<file path="src/rtl/core/ccsg_pkg.sv">
// shared types and constants for the circle column span generator
// no dependencies
`default_nettype none

package ccsg_pkg;

  localparam int COORD_W = 10;
  localparam int RADIUS_W = 8;
  localparam int ROW_W = 12;
  localparam int COLOR_W = 16;
  localparam int SQ_W = 2 * RADIUS_W;
  localparam int CFG_IDX_W = 3;
  localparam int CFG_DATA_W = 16;
  localparam int ROOT_STEPS = SQ_W / 2;

  localparam logic [CFG_IDX_W-1:0] REG_CENTER_X = 3'd0;
  localparam logic [CFG_IDX_W-1:0] REG_CENTER_Y = 3'd1;
  localparam logic [CFG_IDX_W-1:0] REG_RADIUS = 3'd2;
  localparam logic [CFG_IDX_W-1:0] REG_HALF_SELECT = 3'd3;
  localparam logic [CFG_IDX_W-1:0] REG_PIXEL_COLOR = 3'd4;

  localparam logic [1:0] HALF_SOUTH = 2'd1;
  localparam logic [1:0] HALF_NORTH = 2'd2;

  typedef enum logic [2:0] {
    ST_IDLE,
    ST_CHECK,
    ST_SQUARE,
    ST_ROOT,
    ST_FINISH
  } state_t;

  typedef struct packed {
    logic                done;
    logic [RADIUS_W-1:0] root;
    logic                inexact;
  } root_status_t;

  typedef struct packed {
    logic signed [ROW_W-1:0] first_row;
    logic signed [ROW_W-1:0] last_row;
  } span_t;

endpackage

`default_nettype wire

</file>
<file path="src/rtl/core/ccsg_col_if.sv">
// column channel: one screen column per word
// depends on ccsg_pkg
`default_nettype none

interface ccsg_col_if import ccsg_pkg::*; ();
  logic               valid;
  logic               ready;
  logic [COORD_W-1:0] column;

  modport source (output valid, output column, input ready);
  modport sink (input valid, input column, output ready);
endinterface

`default_nettype wire

</file>
<file path="src/rtl/core/ccsg_span_if.sv">
// span channel: south and north spans of one column per word
// depends on ccsg_pkg
`default_nettype none

interface ccsg_span_if import ccsg_pkg::*; ();
  logic                    valid;
  logic                    ready;
  logic [COORD_W-1:0]      span_column;
  logic                    outside;
  logic                    south_valid;
  logic signed [ROW_W-1:0] south_start;
  logic signed [ROW_W-1:0] south_end;
  logic                    north_valid;
  logic signed [ROW_W-1:0] north_start;
  logic signed [ROW_W-1:0] north_end;
  logic [COLOR_W-1:0]      span_color;

  modport source (output valid, output span_column, output outside, output south_valid,
                  output south_start, output south_end, output north_valid,
                  output north_start, output north_end, output span_color, input ready);
  modport sink (input valid, input span_column, input outside, input south_valid,
                input south_start, input south_end, input north_valid,
                input north_start, input north_end, input span_color, output ready);
endinterface

`default_nettype wire

</file>
<file path="src/rtl/core/ccsg_isqrt.sv">
// bit-serial integer square root, one result bit per cycle
// depends on ccsg_pkg
`default_nettype none

module ccsg_isqrt import ccsg_pkg::*; (
  input  wire logic            clk,
  input  wire logic            rst,
  input  wire logic            start,
  input  wire logic [SQ_W-1:0] value,
  output root_status_t         status
);

  localparam logic [SQ_W-1:0] BIT_INIT = SQ_W'(1) << (SQ_W - 2);
  localparam int CNT_W = $clog2(ROOT_STEPS);

  logic             busy;
  logic [CNT_W-1:0] count;
  logic [SQ_W-1:0]  rem;
  logic [SQ_W-1:0]  res;
  logic [SQ_W-1:0]  bitv;
  logic             done;

  logic [SQ_W:0]   trial;
  logic            take;
  logic [SQ_W-1:0] rem_next;
  logic [SQ_W-1:0] res_next;

  always_comb begin
    trial = {1'b0, res} + {1'b0, bitv};
    take = {1'b0, rem} >= trial;
    rem_next = take ? rem - trial[SQ_W-1:0] : rem;
    res_next = take ? (res >> 1) + bitv : res >> 1;
  end

  always_ff @(posedge clk) begin
    if (rst) begin
      busy <= 1'b0;
      done <= 1'b0;
      count <= '0;
    end else begin
      done <= 1'b0;
      if (start) begin
        busy <= 1'b1;
        count <= '0;
      end else if (busy) begin
        count <= count + CNT_W'(1);
        if (count == CNT_W'(ROOT_STEPS - 1)) begin
          busy <= 1'b0;
          done <= 1'b1;
        end
      end
    end
  end

  always_ff @(posedge clk) begin
    if (start) begin
      rem <= value;
      res <= '0;
      bitv <= BIT_INIT;
    end else if (busy) begin
      rem <= rem_next;
      res <= res_next;
      bitv <= bitv >> 2;
    end
  end

  assign status.done = done;
  assign status.root = res[RADIUS_W-1:0];
  assign status.inexact = rem != '0;

endmodule

`default_nettype wire

</file>
<file path="src/rtl/core/circle_column_span_generator.sv">
// circle column span generator: per column, south and north arc spans
// depends on ccsg_pkg, ccsg_col_if, ccsg_span_if, ccsg_isqrt
//
//   channel   dir   word
//   columns   in    column x
//   spans     out   column, outside flag, south span, north span, color
//   wr_*      in    register writes, no read-back
//
// a column inside the circle passes from accept to a loaded result register
// through check, square, 8 root steps and the done strobe of the bit-serial
// root unit, then span compare; an outside column goes from check to span compare
// columns is ready only while the sequencer is idle; one result waits in the
// output register while the next column is already accepted
// a stalled result holds the sequencer at the span compare step
// rst is synchronous, clears the config registers, the sequencer state, both previous rows and the handshake
`default_nettype none

module circle_column_span_generator import ccsg_pkg::*; (
  input  wire logic                  clk,
  input  wire logic                  rst,
  input  wire logic                  wr_en,
  input  wire logic [CFG_IDX_W-1:0]  wr_index,
  input  wire logic [CFG_DATA_W-1:0] wr_data,
  ccsg_col_if.sink                   columns,
  ccsg_span_if.source                spans
);

  logic [COORD_W-1:0]  center_x;
  logic [COORD_W-1:0]  center_y;
  logic [RADIUS_W-1:0] radius;
  logic [1:0]          half_select;
  logic [COLOR_W-1:0]  pixel_color;

  logic signed [ROW_W-1:0] prev_south_row;
  logic signed [ROW_W-1:0] prev_north_row;

  state_t state;
  state_t state_next;

  logic [COORD_W-1:0]  col;
  logic [RADIUS_W-1:0] adx_r;
  logic                first_r;
  logic                outside_r;
  logic [SQ_W-1:0]     rsq;
  logic [SQ_W-1:0]     v;

  logic         root_start;
  root_status_t root_st;

  logic out_valid;

  logic signed [COORD_W:0] dx;
  logic [COORD_W:0]        dx_neg;
  logic [COORD_W-1:0]      adx;
  logic                    outside;
  logic                    out_free;

  logic [RADIUS_W:0]       sc;
  logic signed [ROW_W-1:0] q_south;
  logic signed [ROW_W-1:0] q_north;
  logic                    south_on;
  logic                    north_on;
  span_t                   south_span;
  span_t                   north_span;

  function automatic span_t make_span(logic signed [ROW_W-1:0] prev,
                                      logic signed [ROW_W-1:0] q, logic first);
    span_t                   s;
    logic signed [ROW_W-1:0] p;
    p = first ? q : prev;
    if (p <= q) begin
      s.first_row = p;
      s.last_row = q;
    end else begin
      s.first_row = q;
      s.last_row = p - ROW_W'(1);
    end
    return s;
  endfunction

  ccsg_isqrt u_isqrt (
    .clk    (clk),
    .rst    (rst),
    .start  (root_start),
    .value  (v),
    .status (root_st)
  );

  // register writes
  always_ff @(posedge clk) begin
    if (rst) begin
      center_x <= '0;
      center_y <= '0;
      radius <= '0;
      half_select <= '0;
      pixel_color <= '0;
    end else if (wr_en) begin
      case (wr_index)
        REG_CENTER_X:    center_x <= wr_data[COORD_W-1:0];
        REG_CENTER_Y:    center_y <= wr_data[COORD_W-1:0];
        REG_RADIUS:      radius <= wr_data[RADIUS_W-1:0];
        REG_HALF_SELECT: half_select <= wr_data[1:0];
        REG_PIXEL_COLOR: pixel_color <= wr_data[COLOR_W-1:0];
        default: ;
      endcase
    end
  end

  always_comb begin
    dx = $signed({1'b0, col}) - $signed({1'b0, center_x});
    dx_neg = -dx;
    adx = dx[COORD_W] ? dx_neg[COORD_W-1:0] : dx[COORD_W-1:0];
    outside = adx > {{(COORD_W - RADIUS_W){1'b0}}, radius};
    out_free = !out_valid || spans.ready;
    v = rsq - {{RADIUS_W{1'b0}}, adx_r} * {{RADIUS_W{1'b0}}, adx_r};

    sc = {1'b0, root_st.root} + {{RADIUS_W{1'b0}}, root_st.inexact};
    q_south = $signed({{(ROW_W - COORD_W){1'b0}}, center_y})
            + $signed({{(ROW_W - RADIUS_W){1'b0}}, root_st.root});
    q_north = $signed({{(ROW_W - COORD_W){1'b0}}, center_y})
            - $signed({{(ROW_W - RADIUS_W - 1){1'b0}}, sc});
    south_on = half_select != HALF_NORTH;
    north_on = half_select != HALF_SOUTH;
    south_span = make_span(prev_south_row, q_south, first_r);
    north_span = make_span(prev_north_row, q_north, first_r);
  end

  always_ff @(posedge clk) begin
    if (rst) begin
      state <= ST_IDLE;
    end else begin
      state <= state_next;
    end
  end

  always_comb begin
    state_next = state;
    root_start = 1'b0;
    columns.ready = 1'b0;
    case (state)
      ST_IDLE: begin
        columns.ready = 1'b1;
        if (columns.valid) state_next = ST_CHECK;
      end
      ST_CHECK: begin
        state_next = outside ? ST_FINISH : ST_SQUARE;
      end
      ST_SQUARE: begin
        root_start = 1'b1;
        state_next = ST_ROOT;
      end
      ST_ROOT: begin
        if (root_st.done) state_next = ST_FINISH;
      end
      ST_FINISH: begin
        if (out_free) state_next = ST_IDLE;
      end
      default: state_next = ST_IDLE;
    endcase
  end

  // column datapath
  always_ff @(posedge clk) begin
    case (state)
      ST_IDLE: begin
        if (columns.valid) col <= columns.column;
      end
      ST_CHECK: begin
        outside_r <= outside;
        adx_r <= adx[RADIUS_W-1:0];
        first_r <= (adx == {{(COORD_W - RADIUS_W){1'b0}}, radius}) &&
                   (dx[COORD_W] || (adx == '0));
        rsq <= {{RADIUS_W{1'b0}}, radius} * {{RADIUS_W{1'b0}}, radius};
      end
      default: ;
    endcase
  end

  // previous rows
  always_ff @(posedge clk) begin
    if (rst) begin
      prev_south_row <= '0;
      prev_north_row <= '0;
    end else if (state == ST_FINISH && out_free && !outside_r) begin
      if (south_on) prev_south_row <= q_south;
      if (north_on) prev_north_row <= q_north;
    end
  end

  // result register
  always_ff @(posedge clk) begin
    if (rst) begin
      out_valid <= 1'b0;
    end else if (state == ST_FINISH && out_free) begin
      out_valid <= 1'b1;
    end else if (spans.ready) begin
      out_valid <= 1'b0;
    end
  end

  always_ff @(posedge clk) begin
    if (state == ST_FINISH && out_free) begin
      spans.span_column <= col;
      spans.outside <= outside_r;
      spans.span_color <= pixel_color;
      spans.south_valid <= !outside_r && south_on;
      spans.north_valid <= !outside_r && north_on;
      if (!outside_r && south_on) begin
        spans.south_start <= south_span.first_row;
        spans.south_end <= south_span.last_row;
      end else begin
        spans.south_start <= '0;
        spans.south_end <= '0;
      end
      if (!outside_r && north_on) begin
        spans.north_start <= north_span.first_row;
        spans.north_end <= north_span.last_row;
      end else begin
        spans.north_start <= '0;
        spans.north_end <= '0;
      end
    end
  end

  assign spans.valid = out_valid;

endmodule

`default_nettype wire

</file>
<file path="src/flat_wrapper.sv">
// flat-port wrapper written by rule: the top's interface ports become plain ports
module circle_column_span_generator_flat import ccsg_pkg::*;
  (clk, rst, wr_en, wr_index, wr_data, columns_valid, columns_column, columns_ready, spans_valid, spans_span_column, spans_outside, spans_south_valid, spans_south_start, spans_south_end, spans_north_valid, spans_north_start, spans_north_end, spans_span_color, spans_ready);
  ccsg_col_if columns_i ();
  ccsg_span_if spans_i ();
  input  wire logic clk;
  input  wire logic rst;
  input  wire logic wr_en;
  input  wire logic [CFG_IDX_W-1:0] wr_index;
  input  wire logic [CFG_DATA_W-1:0] wr_data;
  input wire logic [$bits(columns_i.valid)-1:0] columns_valid;
  input wire logic [$bits(columns_i.column)-1:0] columns_column;
  output wire logic [$bits(columns_i.ready)-1:0] columns_ready;
  output wire logic [$bits(spans_i.valid)-1:0] spans_valid;
  output wire logic [$bits(spans_i.span_column)-1:0] spans_span_column;
  output wire logic [$bits(spans_i.outside)-1:0] spans_outside;
  output wire logic [$bits(spans_i.south_valid)-1:0] spans_south_valid;
  output wire logic [$bits(spans_i.south_start)-1:0] spans_south_start;
  output wire logic [$bits(spans_i.south_end)-1:0] spans_south_end;
  output wire logic [$bits(spans_i.north_valid)-1:0] spans_north_valid;
  output wire logic [$bits(spans_i.north_start)-1:0] spans_north_start;
  output wire logic [$bits(spans_i.north_end)-1:0] spans_north_end;
  output wire logic [$bits(spans_i.span_color)-1:0] spans_span_color;
  input wire logic [$bits(spans_i.ready)-1:0] spans_ready;
  assign columns_i.valid = columns_valid;
  assign columns_i.column = columns_column;
  assign columns_ready = columns_i.ready;
  assign spans_valid = spans_i.valid;
  assign spans_span_column = spans_i.span_column;
  assign spans_outside = spans_i.outside;
  assign spans_south_valid = spans_i.south_valid;
  assign spans_south_start = spans_i.south_start;
  assign spans_south_end = spans_i.south_end;
  assign spans_north_valid = spans_i.north_valid;
  assign spans_north_start = spans_i.north_start;
  assign spans_north_end = spans_i.north_end;
  assign spans_span_color = spans_i.span_color;
  assign spans_i.ready = spans_ready;
  circle_column_span_generator u_core (.clk(clk), .rst(rst), .wr_en(wr_en), .wr_index(wr_index), .wr_data(wr_data), .columns(columns_i), .spans(spans_i));
endmodule
</file>
<file path="config.mk">
export PLATFORM = sky130hd
export DESIGN_NAME = circle_column_span_generator_flat
export DESIGN_NICKNAME = d
export VERILOG_FILES = /design/src/rtl/core/ccsg_pkg.sv /design/src/rtl/core/ccsg_col_if.sv /design/src/rtl/core/ccsg_span_if.sv /design/src/rtl/core/ccsg_isqrt.sv /design/src/rtl/core/circle_column_span_generator.sv /design/src/flat_wrapper.sv
export SDC_FILE = /design/constraint.sdc
export NUM_CORES = 1
export LEC_CHECK = 0
export BUFFER_PORTS_ARGS = -buffer_cell sky130_fd_sc_hd__clkbuf_2
export CAP_MARGIN = 20
export CELL_PAD_IN_SITES_DETAIL_PLACEMENT = 1
export CELL_PAD_IN_SITES_GLOBAL_PLACEMENT = 1
export CORE_ASPECT_RATIO = 1.4
export CORE_MARGIN = 3
export CORE_UTILIZATION = 52
export DETAILED_ROUTE_END_ITERATION = 8
export GPL_ROUTABILITY_DRIVEN = 0
export HOLD_SLACK_MARGIN = 0.05
export PLACE_DENSITY = 0.86
export RECOVER_POWER = 50
export SLEW_MARGIN = 10
export SYNTH_ARGS = -nofsm -noshare
export SYNTH_HDL_FRONTEND = slang
export SYNTH_SLANG_ARGS = --single-unit
export TNS_END_PERCENT = 50
</file>
<file path="constraint.sdc">
create_clock -name clk -period 7.55 [get_ports clk]
set_clock_uncertainty 0.05 [all_clocks]
set_input_delay 0.3775 -clock clk [delete_from_list [all_inputs] [get_ports clk]]
set_output_delay 0.3775 -clock clk [all_outputs]
set_load 0.005 [all_outputs]
</file>
==> results by group <==
Run status
  – Status: finished with violations
  – Failing checks: max-capacitance violations, max-slew violations

Pwr
  – Flop pwr share: a little under a quarter
  – Internal power: a little under 4000 uW
  – Clk pwr share: between 20% and 30%
  – Pwr dens: 376 nW/um^2
  – LEAKAGE: 0.00779 uW
  – Comb power frac: 56.1%
  – Net load switching power: approximately 3000 uW
  – Switch share: 44.2%
  – Peak supply drop: approximately 240 uV

Clock network
  – CTS clk-pin slew, worst paths: roughly 0.08 ns
  – CTS tree: yes
  – CTS max path bufs: 3
  – TritonCTS buffer count: 25
  – Post-cts resize count: 0
  – CTS HTree Levels: 1
  – Hold_buf cts: 18
  – CTS sink count: about 230
  – Worst-Skew Late Latency: between 0.5 and 0.6 ns
  – Setup bufs post-CTS: 0
  – Root buffer cell: clkbuf_16

Synth
  – Largest family of logic cells by synthesized area: adder cells
  – Mapped Cells: about 1800
  – Synth Area per Inst: between 9 and 10 um^2
  – XOR/XNOR share of the synthesized area: 5.67%
  – FFs w/ async S/R, synth: 0%
  – Syn Nets: 2075
  – Top_reg_cell synth: edfxtp_1
  – Compound-cell area share of the yosys netlist: 14.3%
  – Synth cell types: slightly below 80
  – Sequential-to-total area share from yosys stat: a little over a third
  – Area share of and/or/nand/nor cells after synthesis: ~16%
  – Post-synth EDFFs: between 100 and 150
  – Flop and latch count out of synthesis: about 230
  – Synthesized area: 16700 um^2
  – Mux cell area share after synthesis: 3.02%
  – Synth warn: 0
  – Adder-Cell Fraction of Synth Area: around a fifth

Global routing
  – Global route overflow: 0
  – Largest net degree at the start of global routing: 79
  – GRT Util Overall: around 29%
  – Vias in the first global route: between 15000 and 20000
  – Initial antenna violation count: 1
  – First-pass GRT wire length: 79700 um

Placed design
  – Worst slack, placed: 1.48 ns
  – HPWL Detailed: between 30000 and 40000 um
  – I/O Buffers: between 100 and 150

Die
  – Core Region: around 31000 um^2
  – Initial cell density of the core: about 53%
  – Die X: approximately 160 um
  – Total Die Area: around 34000 um^2
  – # rows: 76
  – Io pins: between 100 and 150
  – Die H: about 220 um

STA
  – Worst Max-Slew Pin Slew: roughly 1.7 ns
  – Setup total negative slack: 0 ns
  – Setup violators final: 0
  – Fin crit share: around 84%
  – Final hold vios: 0
  – Slew Limit Fails: 67
  – Final WS setup: about 1.2 ns
  – RSZ-0062 raised after global routing: false
  – Max frequency: 158 MHz
  – Fin crit period: around 6.3 ns
  – Slew margin rel.: -10.9%

Finish
  – Utilization after layout: between 50 and 60%
  – Area Overhead vs Synth: 11.3%
  – Fraction of layout cells with a size suffix above 1: under 10%
  – Commonest non-fill, non-tap cell in the layout: nand2_1
  – Most frequent cells in the layout: nand2_1 (192), inv_1 (188), nor2_1 (185)
  – Nets: 2180

Critical path
  – Setup crit start kind: flip-flop
  – Worst Path Arrival: approximately 6.5 ns
  – Critical path fanouts, max: 45
  – Worst Setup End Kind: flip-flop
  – Setup CP Type: flip-flop to flip-flop
  – Req. time, crit path: just under 8 ns

Drt
  – Routed via count: around 14000
  – DRT antenna net count: 0
  – DRC viols: 0
  – DRT iter0 DRCs: roughly 860
  – Routed Wire Length: 50300 um
  – WL/cell: approximately 22 um
  – Vias per cell: 5.99
  – Drt pass-1 iters: 5

Hold path
  – Min-Delay Path Class: input port to flip-flop

Flow run
  – Max-Cap Viols: 2
-- registers in the layout, indices dropped and copies added (netlist names), 11 cells and up --
register and count:
u_core.spans.south_start 11, u_core.spans.north_start 11, u_core.u_isqrt.res 16, u_core.pixel_color 16, u_core.u_isqrt.rem 16, u_core.spans.north_end 12, u_core.spans.south_end 12, u_core.rsq 15
u_core.spans.span_color 16, u_core.prev_north_row 11, u_core.prev_south_row 11
-- power groups by stage --
| stage | sequential (uW) | combinational, uW | clock [uW] |
|---|---|---|---|
| after CTS | 1640 | 3900 | 1400 |
| after floorplan | 1610 | 3010 | 0 |
| after global routing | 1660 | 4390 | 1470 |
| final | 1650 | 3920 | 1410 |
| after detailed placement | 1670 | 3810 | 0 |
| after global placement | 1660 | 3600 | 0 |
-- metrics by stage --
step | instance area [um^2] | power (uW) | instances | hold WS, ns
final | 18500 | 6980 | 2323 | 0.102
after global routing | 18500 | 7520 | 2322 | 0.0977
after CTS | 18600 | 6940 | 2321 | 0.0853
after detailed placement | 17500 | 5470 | 2257 | 0.367
after global placement | 17500 | 5260 | 2256 | 0.360
after floorplan | 16700 | 4620 | 1807 | 0.358
-- cells in the mapped netlist (4+ instances only) --
cell      instances  area, um^2
nor2b_1          24         150
o21bai_1          9        67.6
a21boi_0          5        37.5
and3_1            7        43.8
nor2_1          185         694
a31oi_1          25         156
a211oi_1         37         278
o31ai_1           8        60.1
or2_2             9        56.3
o21ai_1           4        20.0
inv_1           189         709
a21oi_1         127         636
fa_1             66        1320
buf_2             8        40.0
a211oi_2          4        50.1
o211ai_1          6        45.0
nand2_1         192         721
and2_1           15        93.8
nand2b_1         24         150
o311ai_0          6        52.6
nor3b_1           6        45.0
a21o_1           27         203
ha_1            168        2100
nand3_1          17        85.1
clkbuf_1         48         180
xnor2_1          76         666
xor2_1           30         263
buf_4             4        30.0
mux2i_1          39         390
nor4_1           12        75.1
o21ai_0          60         300
o21a_1           12        90.1
edfxtp_1        126        3780
dfxtp_1         101        2020
or3_1             8        50.1
mux2_2            8        90.1
nand4_1          15        93.8
nor3_1           35         175
-- final cells by class --
cell class                 instances  area, um^2
fill                            3545       12600
multi-input combinational       1328        9880
inverter                         190         713
timing repair buffer             140         732
clock buffer                      30         697
clock inverter                    16         220
sequential                       227        5810
antenna                            2        5.00
tap                              390         488
-- cells by family after synthesis --
family,after synthesis
AND/OR/NAND/NOR,569
AO/OA/AOI/OAI,369
XOR/XNOR,107
adder cells (fa/ha/maj),234
flip-flops,227
multiplexers,48
other,1
buffers and inverters,252
-- per-layer routing --
layer	global-route usage (%)	share of wire, %	vias to the layer above
met1	31.1	37	6961
met5	0	0	-
met4	12.7	5.0	0
met2	56.0	55	350
li1	-	-	6455
met3	3.26	3.3	156
-- path summary, 6_finish.rpt --
| path | end | cells past startpoint | startpoint | slack [ns] |
|---|---|---|---|---|
| worst max-delay path | u_core.spans.north_end[8] | 20 | u_core.u_isqrt.rem[12] | 1.24 |
| worst min-delay path | u_core.pixel_color[7] | 3 | wr_data[7] | 0.10 |
| worst max register to register | u_core.spans.north_end[8] | 20 | u_core.u_isqrt.rem[12] | 1.24 |
| worst min register to register | u_core.spans.span_color[4] | 0 | u_core.pixel_color[4] | 0.39 |
-- critical path, cell delays in order, from the launching register on --
cell and delay, ns:
edfxtp_1 0.41, nor4_1 0.63, nand4_1 0.32, fa_1 0.54, inv_1 0.08, ha_1 0.17
nor2_1 0.07, fa_1 0.40, nand2_1 0.13, a31o_4 0.20, nand2_1 0.07, o311ai_0 0.82
ha_1 0.25, nand4_1 0.12, a21o_1 0.18, a21oi_1 0.15, nand3_1 0.15, a21boi_4 0.85
nand3_1 0.17, a21oi_1 0.20, a311oi_1 0.08
Note: power is estimated with default switching activity, not from simulation.
